### src/rtl/core/seeded_permutation_shuffle_assert.svh
// Assertion macros shared by the seeded permutation shuffle RTL.
`ifndef SEEDED_PERMUTATION_SHUFFLE_ASSERT_SVH
`define SEEDED_PERMUTATION_SHUFFLE_ASSERT_SVH
`ifndef SYNTHESIS
// Same-cycle implication, disabled while reset is asserted.
`define SPS_ASSERT_IMP(label, clk, rst_n, ante, cons) \
  label: assert property (@(posedge clk) disable iff (!rst_n) (ante) |-> (cons)) \
    else $error("seeded_permutation_shuffle: check failed");
// Next-cycle implication, disabled while reset is asserted.
`define SPS_ASSERT_NXT(label, clk, rst_n, ante, cons) \
  label: assert property (@(posedge clk) disable iff (!rst_n) (ante) |=> (cons)) \
    else $error("seeded_permutation_shuffle: check failed");
`else
`define SPS_ASSERT_IMP(label, clk, rst_n, ante, cons)
`define SPS_ASSERT_NXT(label, clk, rst_n, ante, cons)
`endif
`endif

### src/rtl/core/sps_pkg.sv
// Package with the types, constants and microcode program of the permutation shuffle.
package sps_pkg;

  // Sizes of the permutation store and of the configuration fields.
  localparam int unsigned MAX_ENTRIES = 1024;
  localparam int unsigned IDX_W       = 10;
  localparam int unsigned CNT_W       = 11;
  localparam int unsigned CFG_IDX_W   = 2;
  localparam int unsigned CFG_DATA_W  = 32;
  localparam int unsigned PC_W        = 4;

  // Generator constants.
  localparam logic [31:0] WEYL_STEP = 32'h9E37_79B9;
  localparam logic [31:0] MIX_MUL_A = 32'h21F0_AAAD;
  localparam logic [31:0] MIX_MUL_B = 32'h735A_2D97;

  // Configuration register indexes.
  localparam logic [CFG_IDX_W-1:0] REG_ENTRY_COUNT = 2'd0;
  localparam logic [CFG_IDX_W-1:0] REG_SEED_VALUE  = 2'd1;

  // Result status codes.
  localparam logic [1:0] STATUS_OK        = 2'd0;
  localparam logic [1:0] STATUS_RANGE     = 2'd1;
  localparam logic [1:0] STATUS_NOT_BUILT = 2'd2;

  typedef logic [PC_W-1:0] pc_t;

  // Microcode step addresses.
  localparam pc_t ST_IDLE     = 4'd0;
  localparam pc_t ST_DISPATCH = 4'd1;
  localparam pc_t ST_BCHK     = 4'd2;
  localparam pc_t ST_FILL     = 4'd3;
  localparam pc_t ST_SETUP    = 4'd4;
  localparam pc_t ST_DRAW     = 4'd5;
  localparam pc_t ST_MIX1     = 4'd6;
  localparam pc_t ST_MIX2     = 4'd7;
  localparam pc_t ST_PICK     = 4'd8;
  localparam pc_t ST_SWAP_I   = 4'd9;
  localparam pc_t ST_SWAP_J   = 4'd10;
  localparam pc_t ST_FIN      = 4'd11;
  localparam pc_t ST_ERR      = 4'd12;
  localparam pc_t ST_RD0      = 4'd13;
  localparam pc_t ST_RD1      = 4'd14;

  // Generator operations.
  typedef enum logic [2:0] {
    GEN_HOLD,
    GEN_SEED,
    GEN_STEP,
    GEN_MIX1,
    GEN_MIX2
  } gen_op_e;

  // Store port operations.
  typedef enum logic [2:0] {
    RAM_NONE,
    RAM_RD_IDX,
    RAM_RD_I,
    RAM_RD_X,
    RAM_WR_K,
    RAM_WR_I,
    RAM_WR_J
  } ram_op_e;

  // Index and holding register operations.
  typedef enum logic [2:0] {
    REG_NONE,
    REG_K_CLR,
    REG_K_INC,
    REG_I_LOAD,
    REG_I_DEC,
    REG_A_LOAD,
    REG_J_LOAD
  } reg_op_e;

  // Result operations.
  typedef enum logic [1:0] {
    RESP_NONE,
    RESP_READ,
    RESP_BUILT,
    RESP_RANGE
  } resp_e;

  // Jump conditions; when the condition is false the step counter advances.
  typedef enum logic [3:0] {
    JC_NEVER,
    JC_ALWAYS,
    JC_NO_ITEM,
    JC_IS_READ,
    JC_BAD_COUNT,
    JC_K_NOT_LAST,
    JC_ONE_ENTRY,
    JC_REJECT,
    JC_I_NOT_ONE
  } cond_e;

  // One control word of the program.
  typedef struct packed {
    logic    accept;
    gen_op_e gen_op;
    ram_op_e ram_op;
    reg_op_e reg_op;
    resp_e   resp;
    cond_e   cond;
    pc_t     target;
  } uc_word_t;

  // Status from the datapath that the jump conditions test.
  typedef struct packed {
    logic in_valid;
    logic is_read;
    logic bad_count;
    logic k_not_last;
    logic one_entry;
    logic reject;
    logic i_not_one;
    logic out_blocked;
  } sps_flags_t;

  localparam uc_word_t UC_NOP = '{
    accept: 1'b0, gen_op: GEN_HOLD, ram_op: RAM_NONE, reg_op: REG_NONE,
    resp: RESP_NONE, cond: JC_NEVER, target: ST_IDLE
  };

  function automatic uc_word_t uc(input logic acc, input gen_op_e g, input ram_op_e r,
                                  input reg_op_e q, input resp_e s, input cond_e c,
                                  input pc_t t);
    uc_word_t w;
    w = '{accept: acc, gen_op: g, ram_op: r, reg_op: q, resp: s, cond: c, target: t};
    return w;
  endfunction

  // The program: build walks fill, setup and the draw/swap loop; read is two steps.
  function automatic uc_word_t ucode_rom(input pc_t pc);
    uc_word_t w;
    w = UC_NOP;
    unique case (pc)
      ST_IDLE:     w = uc(1'b1, GEN_HOLD, RAM_NONE,   REG_NONE,   RESP_NONE,  JC_NO_ITEM,
                          ST_IDLE);
      ST_DISPATCH: w = uc(1'b0, GEN_HOLD, RAM_NONE,   REG_NONE,   RESP_NONE,  JC_IS_READ,
                          ST_RD0);
      ST_BCHK:     w = uc(1'b0, GEN_HOLD, RAM_NONE,   REG_K_CLR,  RESP_NONE,  JC_BAD_COUNT,
                          ST_ERR);
      ST_FILL:     w = uc(1'b0, GEN_HOLD, RAM_WR_K,   REG_K_INC,  RESP_NONE,  JC_K_NOT_LAST,
                          ST_FILL);
      ST_SETUP:    w = uc(1'b0, GEN_SEED, RAM_NONE,   REG_I_LOAD, RESP_NONE,  JC_ONE_ENTRY,
                          ST_FIN);
      ST_DRAW:     w = uc(1'b0, GEN_STEP, RAM_RD_I,   REG_NONE,   RESP_NONE,  JC_NEVER,
                          ST_IDLE);
      ST_MIX1:     w = uc(1'b0, GEN_MIX1, RAM_NONE,   REG_A_LOAD, RESP_NONE,  JC_NEVER,
                          ST_IDLE);
      ST_MIX2:     w = uc(1'b0, GEN_MIX2, RAM_NONE,   REG_NONE,   RESP_NONE,  JC_NEVER,
                          ST_IDLE);
      ST_PICK:     w = uc(1'b0, GEN_HOLD, RAM_RD_X,   REG_J_LOAD, RESP_NONE,  JC_REJECT,
                          ST_DRAW);
      ST_SWAP_I:   w = uc(1'b0, GEN_HOLD, RAM_WR_I,   REG_NONE,   RESP_NONE,  JC_NEVER,
                          ST_IDLE);
      ST_SWAP_J:   w = uc(1'b0, GEN_HOLD, RAM_WR_J,   REG_I_DEC,  RESP_NONE,  JC_I_NOT_ONE,
                          ST_DRAW);
      ST_FIN:      w = uc(1'b0, GEN_HOLD, RAM_NONE,   REG_NONE,   RESP_BUILT, JC_ALWAYS,
                          ST_IDLE);
      ST_ERR:      w = uc(1'b0, GEN_HOLD, RAM_NONE,   REG_NONE,   RESP_RANGE, JC_ALWAYS,
                          ST_IDLE);
      ST_RD0:      w = uc(1'b0, GEN_HOLD, RAM_RD_IDX, REG_NONE,   RESP_NONE,  JC_NEVER,
                          ST_IDLE);
      ST_RD1:      w = uc(1'b0, GEN_HOLD, RAM_NONE,   REG_NONE,   RESP_READ,  JC_ALWAYS,
                          ST_IDLE);
      default:     w = uc(1'b0, GEN_HOLD, RAM_NONE,   REG_NONE,   RESP_NONE,  JC_ALWAYS,
                          ST_IDLE);
    endcase
    return w;
  endfunction

endpackage

### src/rtl/core/sps_gen.sv
// Weyl-sequence generator with a two-round multiply mixer and masked draw.
module sps_gen (
  input  logic                      clk_i,
  input  logic                      rst_ni,
  input  sps_pkg::gen_op_e          op_i,
  input  logic [31:0]               seed_i,
  input  logic [sps_pkg::IDX_W-1:0] top_i,
  output logic [sps_pkg::IDX_W-1:0] pick_o,
  output logic                      reject_o
);
  import sps_pkg::*;

  logic [31:0]      gen_q;
  logic [31:0]      gen_d;
  logic [31:0]      z_q;
  logic [31:0]      z_d;
  logic [31:0]      mix1_in;
  logic [31:0]      mix2_in;
  logic [31:0]      z_final;
  logic [IDX_W-1:0] mask;

  // Generator state: loaded from the seed, stepped once per draw.
  always_comb begin
    gen_d = gen_q;
    case (op_i)
      GEN_SEED: gen_d = seed_i;
      GEN_STEP: gen_d = gen_q + WEYL_STEP;
      default:  gen_d = gen_q;
    endcase
  end

  always_ff @(posedge clk_i or negedge rst_ni) begin
    if (!rst_ni) begin
      gen_q <= '0;
    end else begin
      gen_q <= gen_d;
    end
  end

  // Mixer rounds, one multiply per step with the product registered.
  assign mix1_in = gen_q ^ (gen_q >> 16);
  assign mix2_in = z_q ^ (z_q >> 15);

  always_comb begin
    z_d = z_q;
    case (op_i)
      GEN_MIX1: z_d = mix1_in * MIX_MUL_A;
      GEN_MIX2: z_d = mix2_in * MIX_MUL_B;
      default:  z_d = z_q;
    endcase
  end

  always_ff @(posedge clk_i) begin
    z_q <= z_d;
  end

  // Smear the top index into an all-ones mask and test the masked draw.
  always_comb begin
    for (int b = 0; b < IDX_W; b++) begin
      mask[b] = |(top_i >> b);
    end
  end

  assign z_final  = z_q ^ (z_q >> 15);
  assign pick_o   = z_final[IDX_W-1:0] & mask;
  assign reject_o = (pick_o > top_i);

endmodule

### config.mk
export PLATFORM = sky130hd
export DESIGN_NAME = sps_gen
export DESIGN_NICKNAME = d
export VERILOG_FILES = /design/src/rtl/core/seeded_permutation_shuffle_assert.svh /design/src/rtl/core/sps_pkg.sv /design/src/rtl/core/sps_gen.sv
export SDC_FILE = /design/constraint.sdc
export NUM_CORES = 1
export LEC_CHECK = 0
export BUFFER_PORTS_ARGS = -buffer_cell sky130_fd_sc_hd__buf_2
export CORE_ASPECT_RATIO = 0.75
export CORE_MARGIN = 2
export CORE_UTILIZATION = 50
export DETAILED_ROUTE_END_ITERATION = 16
export GPL_TIMING_DRIVEN = 0
export MAX_ROUTING_LAYER = met4
export PLACE_DENSITY = 0.74
export SETUP_SLACK_MARGIN = 0.5
export SYNTH_ARGS = -nofsm -noshare
export SYNTH_HDL_FRONTEND = slang
export SYNTH_SLANG_ARGS = --single-unit
### constraint.sdc
create_clock -name clk_i -period 7.1 [get_ports clk_i]
set_input_delay 1.065 -clock clk_i [delete_from_list [all_inputs] [get_ports clk_i]]
set_output_delay 1.065 -clock clk_i [all_outputs]
set_load 0.05 [all_outputs]
; Word level (Yosys, flattened, before mapping)
; Index checks and enable logic that the tools add are counted.
[totals]
ff_bits = 64
inputBits = 47
out_inout_bits = 11
elab_cells = 26
[classes]
add_sub_neg = 1
multipliers = 2
magnitude_cmp = 1
eq_ne = 4
n_mux = 2
bitwise = 3
n_reduce_logical = 11
[op_table]
columns = operator, n
row1 = 32-bit one-hot mux with 2 select lines, 2
row2 = 32-bit adder (second input constant), 1
row3 = 32-bit by 30-bit multiplier with 32-bit output (second input constant), 1
row4 = 32-bit by 31-bit multiplier with 32-bit output (second input constant), 1
row5 = 32-bit by 16-bit XOR with 32-bit output, 1
row6 = 32-bit by 17-bit XOR with 32-bit output, 1
row7 = 10-bit bitwise AND, 1
row8 = 10-bit greater-than comparator, 1
row9 = 10-bit OR reduction, 1
row10 = 9-bit OR reduction, 1
row11 = 8-bit OR reduction, 1
row12 = 7-bit OR reduction, 1
row13 = 3-bit by 2-bit equality test with 1-bit output (second input constant), 2
row14 = 6-bit OR reduction, 1
row15 = 5-bit OR reduction, 1
row16 = 2-bit nonzero test, 2
row17 = 4-bit OR reduction, 1
row18 = 3-bit by 1-bit equality test with 1-bit output (second input constant), 1
row19 = 3-bit equality test (second input constant), 1
row20 = 3-bit OR reduction, 1
row21 = 2-bit OR reduction, 1

; Logic depth before layout (Yosys ltp)
; Gate-level depths: netlist of run 1.
[depth]
ltp_word = 3
depth_mapped = 28
depth_no_buf = 28

; Least setup slack after synthesis of run 1
; OpenSTA, ideal clock, no wires.
[synth_timing]
kind = register to register
start = register gen_q[22]
end = register z_q[31] (data pin)
setup_ns = 0.259
t_arrival_ns = 7.355
required_time_ns = 6.841
setup_slack_ns = -0.514
stages_incl_launch_ff = 26
path_buffers = 1
period_less_slack_ns = 7.614
path_cell_list = dfrtp_1 > clkbuf_1 > xor2_1 > ha_1 > xor2_1 > ha_1 > a31oi_1 > fa_1 > fa_1 > inv_1 > fa_1 > fa_1 > fa_1 > inv_1 > fa_1 > inv_1 > ha_1 > a21o_1 > a21oi_1 > o21ai_0 > a21oi_1 > o32ai_2 > o41ai_1 > o21ai_0 > xnor2_1 > a211o_1
[synth_between]
elab_chain_cells = 3
[synth_rtl]
columns = item, line_no
row1 = "start, declared", sps_gen.sv:13  ; logic [31:0] gen_q;
row2 = "start signal, assigned", sps_gen.sv:36  ; gen_q <= gen_d;
row3 = 32-bit by 16-bit XOR with 32-bit output, sps_gen.sv:41  ; assign mix1_in = gen_q ^ (gen_q >> 16);
row4 = 32-bit by 30-bit multiplier with 32-bit output, sps_gen.sv:47  ; GEN_MIX1: z_d = mix1_in * MIX_MUL_A;
row5 = 32-bit one-hot mux with 2 select lines, sps_gen.sv:46  ; case (op_i)
row6 = named net z_d[31], sps_gen.sv:16  ; logic [31:0] z_d;
row7 = "end signal, assigned", sps_gen.sv:54  ; z_q <= z_d;
row8 = "end, declared", sps_gen.sv:15  ; logic [31:0] z_q;
; The timed path passes the listed nets, and every way through them passes these cells.
; A chain may end at the register's enable or synchronous reset.

; Worst setup path after layout of run 1
[layout_timing]
start = register z_q[2]
end = register z_q[30] (data pin)
[layout_between]
elab_chain_cells = 3
[layout_rtl]
columns = item, line_no
row1 = 32-bit by 17-bit XOR with 32-bit output, -
row2 = 32-bit by 31-bit multiplier with 32-bit output, sps_gen.sv:48  ; GEN_MIX2: z_d = mix2_in * MIX_MUL_B;
row3 = 32-bit one-hot mux with 2 select lines, sps_gen.sv:46
row4 = named net z_d[30], sps_gen.sv:16
; The timed path passes the listed nets, and every way through them passes these cells.

==> run summary, run 1 <==
The run finished with clean final reports. The worst clock skew came out at 0.0203 ns. For the worst-skew pair, the clock arrives at the later sink with an insertion delay of 0.36 ns. Sequential area share after synthesis: 8.47%. The detail route stage leaves a number of antenna-violating nets equal to 0. Top achievable clock speed: 144 MHz.

The tools report the worst min-delay path endpoint as gen_q[13]$_DFFE_PN0P_. The number of search-and-repair iterations in the first detailed-routing pass was 8; the count of nets after finishing was 3,180. Measured against its own limit, the worst slew margin works out to 19.9%.

The tools report the maximum number of pins on one net before global-route repair as 33. After technology mapping, the gate count stands at 2,156. In this design, the stage delay of the slowest critical-path cell is 0.53 ns. The worst hold path belongs to the class reg2reg. The number of synthesized flops with an enable pin is 32, and the global-route wire length before repair is 98,900 um. For this run, the number of standard cells in the final layout without fillers is 2,958. The worst hold path cell count is 2, and the number of hold buffers added after cts is 0. The logs give 0 for the max-capacitance violation count and 0.0208 mm^2 for the netlist area before placement. The tools report the via count of the first global-routing pass as 17.4k. The busiest layer in global routing was met2. The final critical path time including I/O delays and setup came out at 6.96 ns. The clock transition time at the flip-flop clock pins of the worst setup and hold paths is 0.07 ns, and the initial core utilization is 50.8%.

A synthesized cell averages 9.65 um^2. For met3 alone, demand over resource in global routing was 8.12%. The total CTS buffers was 9.

Clock tree synthesis found a total of 64 sinks. DRC violation total after the first TritonRoute iteration: 1,368. The top cell type by area accounts for 34.7% of the synthesized area. The logs give 0.982 for the weighted congestion reported at the end of routability-driven placement and 0 for the final-report max-slew violation count. The buffer type at the clock tree root is sky130_fd_sc_hd__clkbuf_16. In the finished design, the share of the clock period the worst path needs comes to 98.1%.

After floorplanning, the core was sized to cover 0.0409 mm^2. The clock tree synthesis step divided the H-tree into 3 levels. Once placement completed, the tool counted placed cells totaling 2,775. The worst register-to-register path ends at z_q[30]$_DFFE_PP_. The tools report the sum of routed wire length over all layers as 64,600 um.

The floorplan step defined a die boundary enclosing 0.0433 mm^2. The worst setup path is of the reg2reg kind. The growth of design area from synthesis to finish was 21.8%; the number of placed I/O pins was 58. Slowest library cell on the worst path: sky130_fd_sc_hd__fa_2. The tools report the count of endpoints failing hold in the final timing report as 0.

The average routed wire per standard cell is 21.8 um. The layout filler cell count is 3,156. TritonCTS built the clock tree. For the count of unresolved DRC violations after routing, the log shows 0.

The total number of vias is 16.5k, and the synthesis warning total is 0. The worst setup path is captured at a flop. Grouping stages by cell kind, the critical path spends the most delay in adder cells.

The initialized floorplan defines 64 standard-cell rows. The multi-input combinational cells in the finished layout cover a total of 0.0185 mm^2. For this run, the leading register cell type out of synthesis is sky130_fd_sc_hd__edfxtp_1. For the worst flop-to-flop path, the logic depth is 26. Setup violations remaining at the end of the flow were counted as 0.

The sequential cells in the finished layout cover a total of 0.00178 mm^2. The die width came out at 240 um. Cells with a size suffix above 1 make up 19.7% of the layout.

In this run the deepest clock path goes through 2 buffers. Together, buffers and inverters on the worst path number 7. Global routing used 31.2% of the available tracks.

The startpoint identified for the worst register-to-register timing path is z_q[2]$_DFFE_PP_. The count of input and output buffers is 57, and the initial antenna violation count is 1. Cell type contributing the most total cell area after synthesis: sky130_fd_sc_hd__fa_1. The worst setup path is launched from a flop. In this run the register-to-register setup slack is 0.14 ns. The synthesized design contains 64 register bits. Setup repair after global routing could not meet its margin everywhere. For the pin with the worst max-slew slack, the measured transition is 1.20 ns. The peak fanout along the critical path was 4; the met1 track utilization from global routing was 44.1%. Detailed placement ended at an HPWL of 50,700 um.

For the worst setup path, the data required time is 7.17 ns. Using the TritonRoute via totals, the vias-per-cell ratio works out to 5.59. The aggregate global routing overflow was 0.

The post-synthesis cell type count was 60; the vertical die dimension was 181 um. Ranked by total cell area, the synthesized netlist is headed by sky130_fd_sc_hd__fa_1 (35%), sky130_fd_sc_hd__ha_1 (23%), sky130_fd_sc_hd__inv_1 (10%). The tools report the net count of the mapped netlist as 2,945. The startpoint identified for the worst hold timing path is gen_q[13]$_DFFE_PN0P_.

In the synthesized netlist the async set-or-reset flop fraction comes to 50.0%. The data arrival time at the worst-slack endpoint came out at 7.03 ns. Met2 routing resource usage after global routing: 46.3%.
-- flip-flops by register name, summed over array words and instances, names as in the netlist --
name   flops
gen_q     32
z_q       32
-- layout by cell type, fill, tap and decap left out, types with 29 or more instances in the layout --
master	count
sky130_fd_sc_hd__inv_1	534
sky130_fd_sc_hd__fa_1	348
sky130_fd_sc_hd__ha_1	333
sky130_fd_sc_hd__buf_4	158
sky130_fd_sc_hd__xnor2_1	93
sky130_fd_sc_hd__a21oi_1	77
sky130_fd_sc_hd__nand2_1	68
sky130_fd_sc_hd__o21ai_0	64
sky130_fd_sc_hd__nor2_1	60
sky130_fd_sc_hd__buf_2	57
sky130_fd_sc_hd__xor2_1	42
sky130_fd_sc_hd__ha_4	39
sky130_fd_sc_hd__edfxtp_1	32
sky130_fd_sc_hd__xor2_4	29
sky130_fd_sc_hd__a21o_1	29
-- worst register-to-register path: stages, from the launching register on --
cell	delay [ns]
sky130_fd_sc_hd__edfxtp_1	0.48
sky130_fd_sc_hd__xnor2_4	0.35
sky130_fd_sc_hd__clkinvlp_4	0.34
sky130_fd_sc_hd__ha_4	0.40
sky130_fd_sc_hd__clkinvlp_4	0.17
sky130_fd_sc_hd__fa_1	0.50
sky130_fd_sc_hd__inv_1	0.07
sky130_fd_sc_hd__ha_1	0.14
sky130_fd_sc_hd__inv_1	0.05
sky130_fd_sc_hd__fa_1	0.48
sky130_fd_sc_hd__inv_1	0.04
sky130_fd_sc_hd__ha_1	0.30
sky130_fd_sc_hd__fa_2	0.53
sky130_fd_sc_hd__fa_1	0.52
sky130_fd_sc_hd__inv_1	0.05
sky130_fd_sc_hd__fa_1	0.51
sky130_fd_sc_hd__inv_2	0.05
sky130_fd_sc_hd__ha_4	0.27
sky130_fd_sc_hd__a21o_1	0.19
sky130_fd_sc_hd__a21oi_4	0.10
sky130_fd_sc_hd__and2_4	0.19
sky130_fd_sc_hd__a21boi_4	0.15
sky130_fd_sc_hd__o21ai_4	0.09
sky130_fd_sc_hd__o311a_1	0.33
sky130_fd_sc_hd__a21oi_2	0.14
sky130_fd_sc_hd__xnor2_1	0.13
sky130_fd_sc_hd__mux2i_1	0.09
-- cell type report --
| cell class | count | area share, % |
|---|---|---|
| Clock buffer | 9 | 0.889 |
| Timing Repair Buffer | 224 | 6.46 |
| Inverter | 562 | 8.47 |
| Clock inverter | 7 | 0.400 |
| Antenna cell | 1 | 0.00988 |
| Tap cell | 561 | 2.77 |
| Multi-Input combinational cell | 1494 | 72.9 |
| Buffer | 36 | 1.04 |
| Sequential cell | 64 | 7.04 |
-- through the flow --
step | util [%] | hold slack (ns) | setup slack, ns | setup TNS (ns) | area [um^2]
after global placement | 54.1 | 0.500 | -1.04 | -12.95 | 22200
after floorplan | - | 0.482 | 0.427 | 0 | 21200
after detailed placement | 54.2 | 0.515 | -1.15 | -14.16 | 22200
after global routing | 61.9 | 0.671 | -0.000555 | -0.000555 | 25300
final | 61.9 | 0.624 | 0.135 | 0 | 25300
after CTS | 60.5 | 0.614 | 0.324 | 0 | 24800
-- cell usage after synthesis (3+ instances only) --
| master | number |
|---|---|
| sky130_fd_sc_hd__or3_1 | 7 |
| sky130_fd_sc_hd__ha_1 | 381 |
| sky130_fd_sc_hd__fa_1 | 361 |
| sky130_fd_sc_hd__nand2b_1 | 17 |
| sky130_fd_sc_hd__mux2i_1 | 4 |
| sky130_fd_sc_hd__o211ai_1 | 6 |
| sky130_fd_sc_hd__nand4_1 | 5 |
| sky130_fd_sc_hd__or2_2 | 4 |
| sky130_fd_sc_hd__nor3b_1 | 3 |
| sky130_fd_sc_hd__o21a_1 | 17 |
| sky130_fd_sc_hd__a21o_1 | 29 |
| sky130_fd_sc_hd__xnor2_1 | 108 |
| sky130_fd_sc_hd__o21ai_0 | 80 |
| sky130_fd_sc_hd__a211o_1 | 5 |
| sky130_fd_sc_hd__nor3_1 | 22 |
| sky130_fd_sc_hd__a221oi_1 | 3 |
| sky130_fd_sc_hd__a21oi_1 | 93 |
| sky130_fd_sc_hd__a21boi_0 | 3 |
| sky130_fd_sc_hd__o22ai_1 | 7 |
| sky130_fd_sc_hd__a211oi_1 | 6 |
| sky130_fd_sc_hd__nor2_1 | 63 |
| sky130_fd_sc_hd__dfrtp_1 | 32 |
| sky130_fd_sc_hd__a31oi_1 | 12 |
| sky130_fd_sc_hd__inv_1 | 562 |
| sky130_fd_sc_hd__o21bai_1 | 10 |
| sky130_fd_sc_hd__o31ai_1 | 5 |
| sky130_fd_sc_hd__o21ai_1 | 4 |
| sky130_fd_sc_hd__nor4_1 | 5 |
| sky130_fd_sc_hd__nand2_1 | 72 |
| sky130_fd_sc_hd__and2_1 | 10 |
| sky130_fd_sc_hd__a22oi_1 | 6 |
| sky130_fd_sc_hd__edfxtp_1 | 32 |
| sky130_fd_sc_hd__nand3_1 | 25 |
| sky130_fd_sc_hd__clkbuf_1 | 33 |
| sky130_fd_sc_hd__and3_1 | 11 |
| sky130_fd_sc_hd__o32ai_1 | 3 |
| sky130_fd_sc_hd__nor2b_1 | 5 |
| sky130_fd_sc_hd__xor2_1 | 77 |
-- cell families after synthesis --
kind of cell / count (synthesis) / share of synthesized area (%)
buffers and inverters: 598 / 10.8
flip-flops: 64 / 8.47
AO/OA/AOI/OAI: 310 / 9.33
XOR/XNOR: 185 / 7.79
AND/OR/NAND/NOR: 251 / 5.68
multiplexers: 4 / 0.192
adder cells (fa/ha/maj): 744 / 57.7
-- routing by layer --
layer / wire length, um / up-vias / share of wire, %
met5: 0 / - / 0
met4: 1120 / 0 / 1.7
met3: 7400 / 110 / 11
met2: 28200 / 880 / 44
met1: 27900 / 8253 / 43
li1: - / 7292 / -
-- worst max-delay path by stage --
stage                          start  cells after the start                 to  slack, ns
2_1_floorplan  gen_q[22]$_DFFE_PN0P_                     25  z_q[31]$_DFFE_PP_       0.43
3_3_place_gp   gen_q[16]$_DFFE_PN0P_                     22  z_q[30]$_DFFE_PP_      -1.04
3_5_place_dp   gen_q[16]$_DFFE_PN0P_                     22  z_q[30]$_DFFE_PP_      -1.15
4_1_cts            z_q[23]$_DFFE_PP_                     27  z_q[30]$_DFFE_PP_       0.32
5_1_grt        gen_q[22]$_DFFE_PN0P_                     26  z_q[27]$_DFFE_PP_    -0.0006
6_report            z_q[2]$_DFFE_PP_                     26  z_q[30]$_DFFE_PP_       0.14
-- what timing repair did --
action	CTS	global route
gates cloned	0	0
pin swaps	85	51
resized for setup	213	74
endpoints found under the setup margin	21	16
setup buffers	135	31
Power of run 1 is not shown: default switching activity piles up to over one toggle a cycle in this logic, so the estimate is an artifact.
==> inputs of run 2 (changes only) <==
--- a/config.mk
+++ b/config.mk
@@ -13,6 +13,7 @@
 export GPL_TIMING_DRIVEN = 0
 export MAX_ROUTING_LAYER = met4
 export PLACE_DENSITY = 0.74
+export REMOVE_ABC_BUFFERS = 1
 export SETUP_SLACK_MARGIN = 0.5
 export SYNTH_ARGS = -nofsm -noshare
 export SYNTH_HDL_FRONTEND = slang
==> run 2 against run 1 <==
Sequential cell count did not move. Maximum frequency rose by 1.5%. Non-clock buffer count fell by 47. First-iteration DRC count fell by 12%. Critical path depth fell by 1. Critical path type unchanged. Critical endpoint unchanged.
==> run summary, run 2 (same netlist as run 1, synthesis figures left out) <==
The run gives 58 (unchanged) as the number of placed I/O pins. The total routing usage reported by global routing is 30.4% (-0.81 points), and the DRC violation total after the first TritonRoute iteration is 1,199 (-12%). Class of the tightest hold or removal check: reg2reg. TritonCTS built the clock tree. The worst clock skew is 0.0147 ns (-0.00555 ns), and the max-slew headroom at the worst pin is 13.5% (-6.5 points).

The peak fanout along the critical path is 4 (unchanged), and the number of search-and-repair iterations in the first detailed-routing pass is 5 (-3). The worst-case reg-to-reg path depth is 25 (-3.8%), and the max-capacitance violation count is 0 (unchanged). The run gives 0 (unchanged) as the aggregate global routing overflow. The tree is rooted in a sky130_fd_sc_hd__clkbuf_16. Area of the core: 0.0409 mm^2 (unchanged). The count of input and output buffers is 57 (unchanged), and the count of nets after finishing is 3,133 (-1.5%).

The run gives 0.37 ns (about the same) as the insertion delay of the later-clocked pin in the worst-skew pair. The logs give 6.96 ns (-0.07 ns) for the data arrival time at the worst-slack endpoint and 3 (unchanged) for the number of H-tree levels. The run gives 0.0184 mm^2 (-0.22%) as the area of the multi-input gates. The run gives 61.1% (-0.81 points) as the core occupancy in the finished layout. The run gives 0.977 (-0.45%) as the weighted congestion reported at the end of routability-driven placement.

The maximum number of pins on one net before global-route repair is 49 (+48%), and the setup TNS is 0 ns (unchanged). The number of placement rows is 64 (unchanged), and the average routed wire per standard cell is 21.2 um (-3.0%). From synthesis to final layout, the design area changed by 20.2%.

The final critical path time including I/O delays and setup is 6.86 ns (-0.101 ns), and the sum of routed wire length over all layers is 61,600 um (-4.6%). The tools report the count of unresolved DRC violations after routing as 0 (unchanged). The worst setup path is launched from a flop. The final-report max-slew violation count is 0 (unchanged), and the number of placed instances, taps included is 2,748 (-0.97%). The layout filler cell count came out at 3,200 (+1.4%). The data required time of the worst path was 7.19 ns (+0.02 ns); the clock transition time at the flip-flop clock pins of the worst setup and hold paths was 0.06 ns (about the same). The flow ran to the end, and the final reports show no timing, DRC or antenna violations. The die width was 240 um (unchanged); the number of non-filler instances in the completed layout was 2,911 (-1.6%).

The run gives 48,400 um (-4.7%) as the estimated wirelength of the detail-placed design. The initial core utilization came out at 50.8% (unchanged). The largest registers in the layout are gen_q: 32 flops, z_q: 32 flops. The period utilization is 96.7% (-1.4 points). The average vias per placed instance was 5.55 (-0.71%). The run gives 146 MHz (+1.5%) as the top achievable clock speed.

The worst setup path is captured at a flop. The maximum clock insertion buffer count came out at 2 (unchanged). The worst-margin pin slew is 1.27 ns (+0.0667 ns). The tools report the global-route wire length before repair as 96,300 um (-2.7%). The die area is 0.0433 mm^2 (unchanged).

The library cell used most frequently in the layout, excluding fill and tap cells, is sky130_fd_sc_hd__inv_1. The final worst hold slack is 0.571 ns (-0.0528 ns), and the total number of vias is 16.2k (-2.3%). For the via count of the first global-routing pass, the log shows 17.5k (+0.32%). The register cell area after layout is 0.00180 mm^2 (+0.98%), and the initial antenna violation count is 1 (unchanged). Vertical die dimension: 181 um (unchanged). The critical path is of the reg2reg type. The count of endpoints failing hold in the final timing report came out at 0 (unchanged). Number of hold buffers added after cts: 0 (unchanged). The total CTS buffers was 9 (unchanged); the antenna violation net count after detailed routing was 0 (unchanged). In the layout the commonest cells are sky130_fd_sc_hd__inv_1 (535), sky130_fd_sc_hd__fa_1 (349), sky130_fd_sc_hd__ha_1 (334). Fraction of final layout cells sized beyond drive strength 1: 19.2% (-0.58 points).

The tools report the clock sink count as 64 (unchanged). Setup repair after global routing could not meet its margin everywhere. The total setup violations reported at the end of the flow was 0 (unchanged); the worst hold path cell count was 2 (unchanged).
==> run 2: what timing repair did <==
action,CTS,global route
setup endpoints to repair,20,15
pin swaps,84,49
gates resized for setup,252,51
cloned,0,0
setup buffers,114,32
==> run 2: critical path: stages, from the launching register on <==
cell and delay, ns:
sky130_fd_sc_hd__edfxtp_1 0.52, sky130_fd_sc_hd__xnor2_4 0.19, sky130_fd_sc_hd__buf_4 0.16, sky130_fd_sc_hd__xnor2_2 0.27, sky130_fd_sc_hd__inv_2 0.11, sky130_fd_sc_hd__fa_1 0.39, sky130_fd_sc_hd__fa_1 0.48, sky130_fd_sc_hd__inv_1 0.05
sky130_fd_sc_hd__fa_1 0.47, sky130_fd_sc_hd__inv_1 0.06, sky130_fd_sc_hd__fa_1 0.54, sky130_fd_sc_hd__fa_2 0.50, sky130_fd_sc_hd__fa_1 0.50, sky130_fd_sc_hd__inv_1 0.05, sky130_fd_sc_hd__fa_1 0.47, sky130_fd_sc_hd__inv_1 0.06
sky130_fd_sc_hd__ha_4 0.29, sky130_fd_sc_hd__a21o_1 0.14, sky130_fd_sc_hd__a21oi_2 0.08, sky130_fd_sc_hd__nand2_1 0.14, sky130_fd_sc_hd__a21boi_2 0.24, sky130_fd_sc_hd__o21ai_4 0.10, sky130_fd_sc_hd__o311a_1 0.39, sky130_fd_sc_hd__a21oi_2 0.17
sky130_fd_sc_hd__xnor2_1 0.15, sky130_fd_sc_hd__mux2i_1 0.09
==> run 2: layout make-up <==
cell class                      count  share of cell area [%]
Inverter                          562                    8.49
Clock buffer                       12                    1.16
Sequential cell                    64                    7.21
Tap cell                          561                    2.81
Multi-Input combinational cell   1494                    73.7
Timing Repair Buffer              213                    6.39
Antenna cell                        1                  0.0100
Clock inverter                      4                   0.215
==> run 2: layer usage <==
layer / routed length [um] / GRT usage (%) / share of wire [%]
met2: 28500 / 47.2 / 46
met5: 0 / - / 0
met4: 2410 / 9.73 / 3.9
met3: 5280 / 6.68 / 8.6
met1: 25500 / 39.7 / 41
==> run 2: final timing paths <==
| check | startpoint | to | slack (ns) |
|---|---|---|---|
| worst max-delay path | z_q[26]$_DFFE_PP_ | z_q[30]$_DFFE_PP_ | 0.24 |
| worst min-delay path | gen_q[13]$_DFFE_PN0P_ | gen_q[13]$_DFFE_PN0P_ | 0.57 |
| worst max register to register | z_q[26]$_DFFE_PP_ | z_q[30]$_DFFE_PP_ | 0.24 |
| worst min register to register | gen_q[13]$_DFFE_PN0P_ | gen_q[13]$_DFFE_PN0P_ | 0.57 |
| max in group asynchronous | rst_ni | gen_q[20]$_DFFE_PN0P_ | 5.76 |
| min in group asynchronous | rst_ni | gen_q[31]$_DFFE_PN0P_ | 0.76 |
==> run 2: through the flow <==
step                area (um^2)  setup WS (ns)
global placement          21700          -2.06
finish                    25000          0.236
CTS                       24500          0.291
global route              25000         0.0210
floorplan                 20700         -0.381
detailed placement        21900          -1.33
Power of run 2 is left out for the same reason.
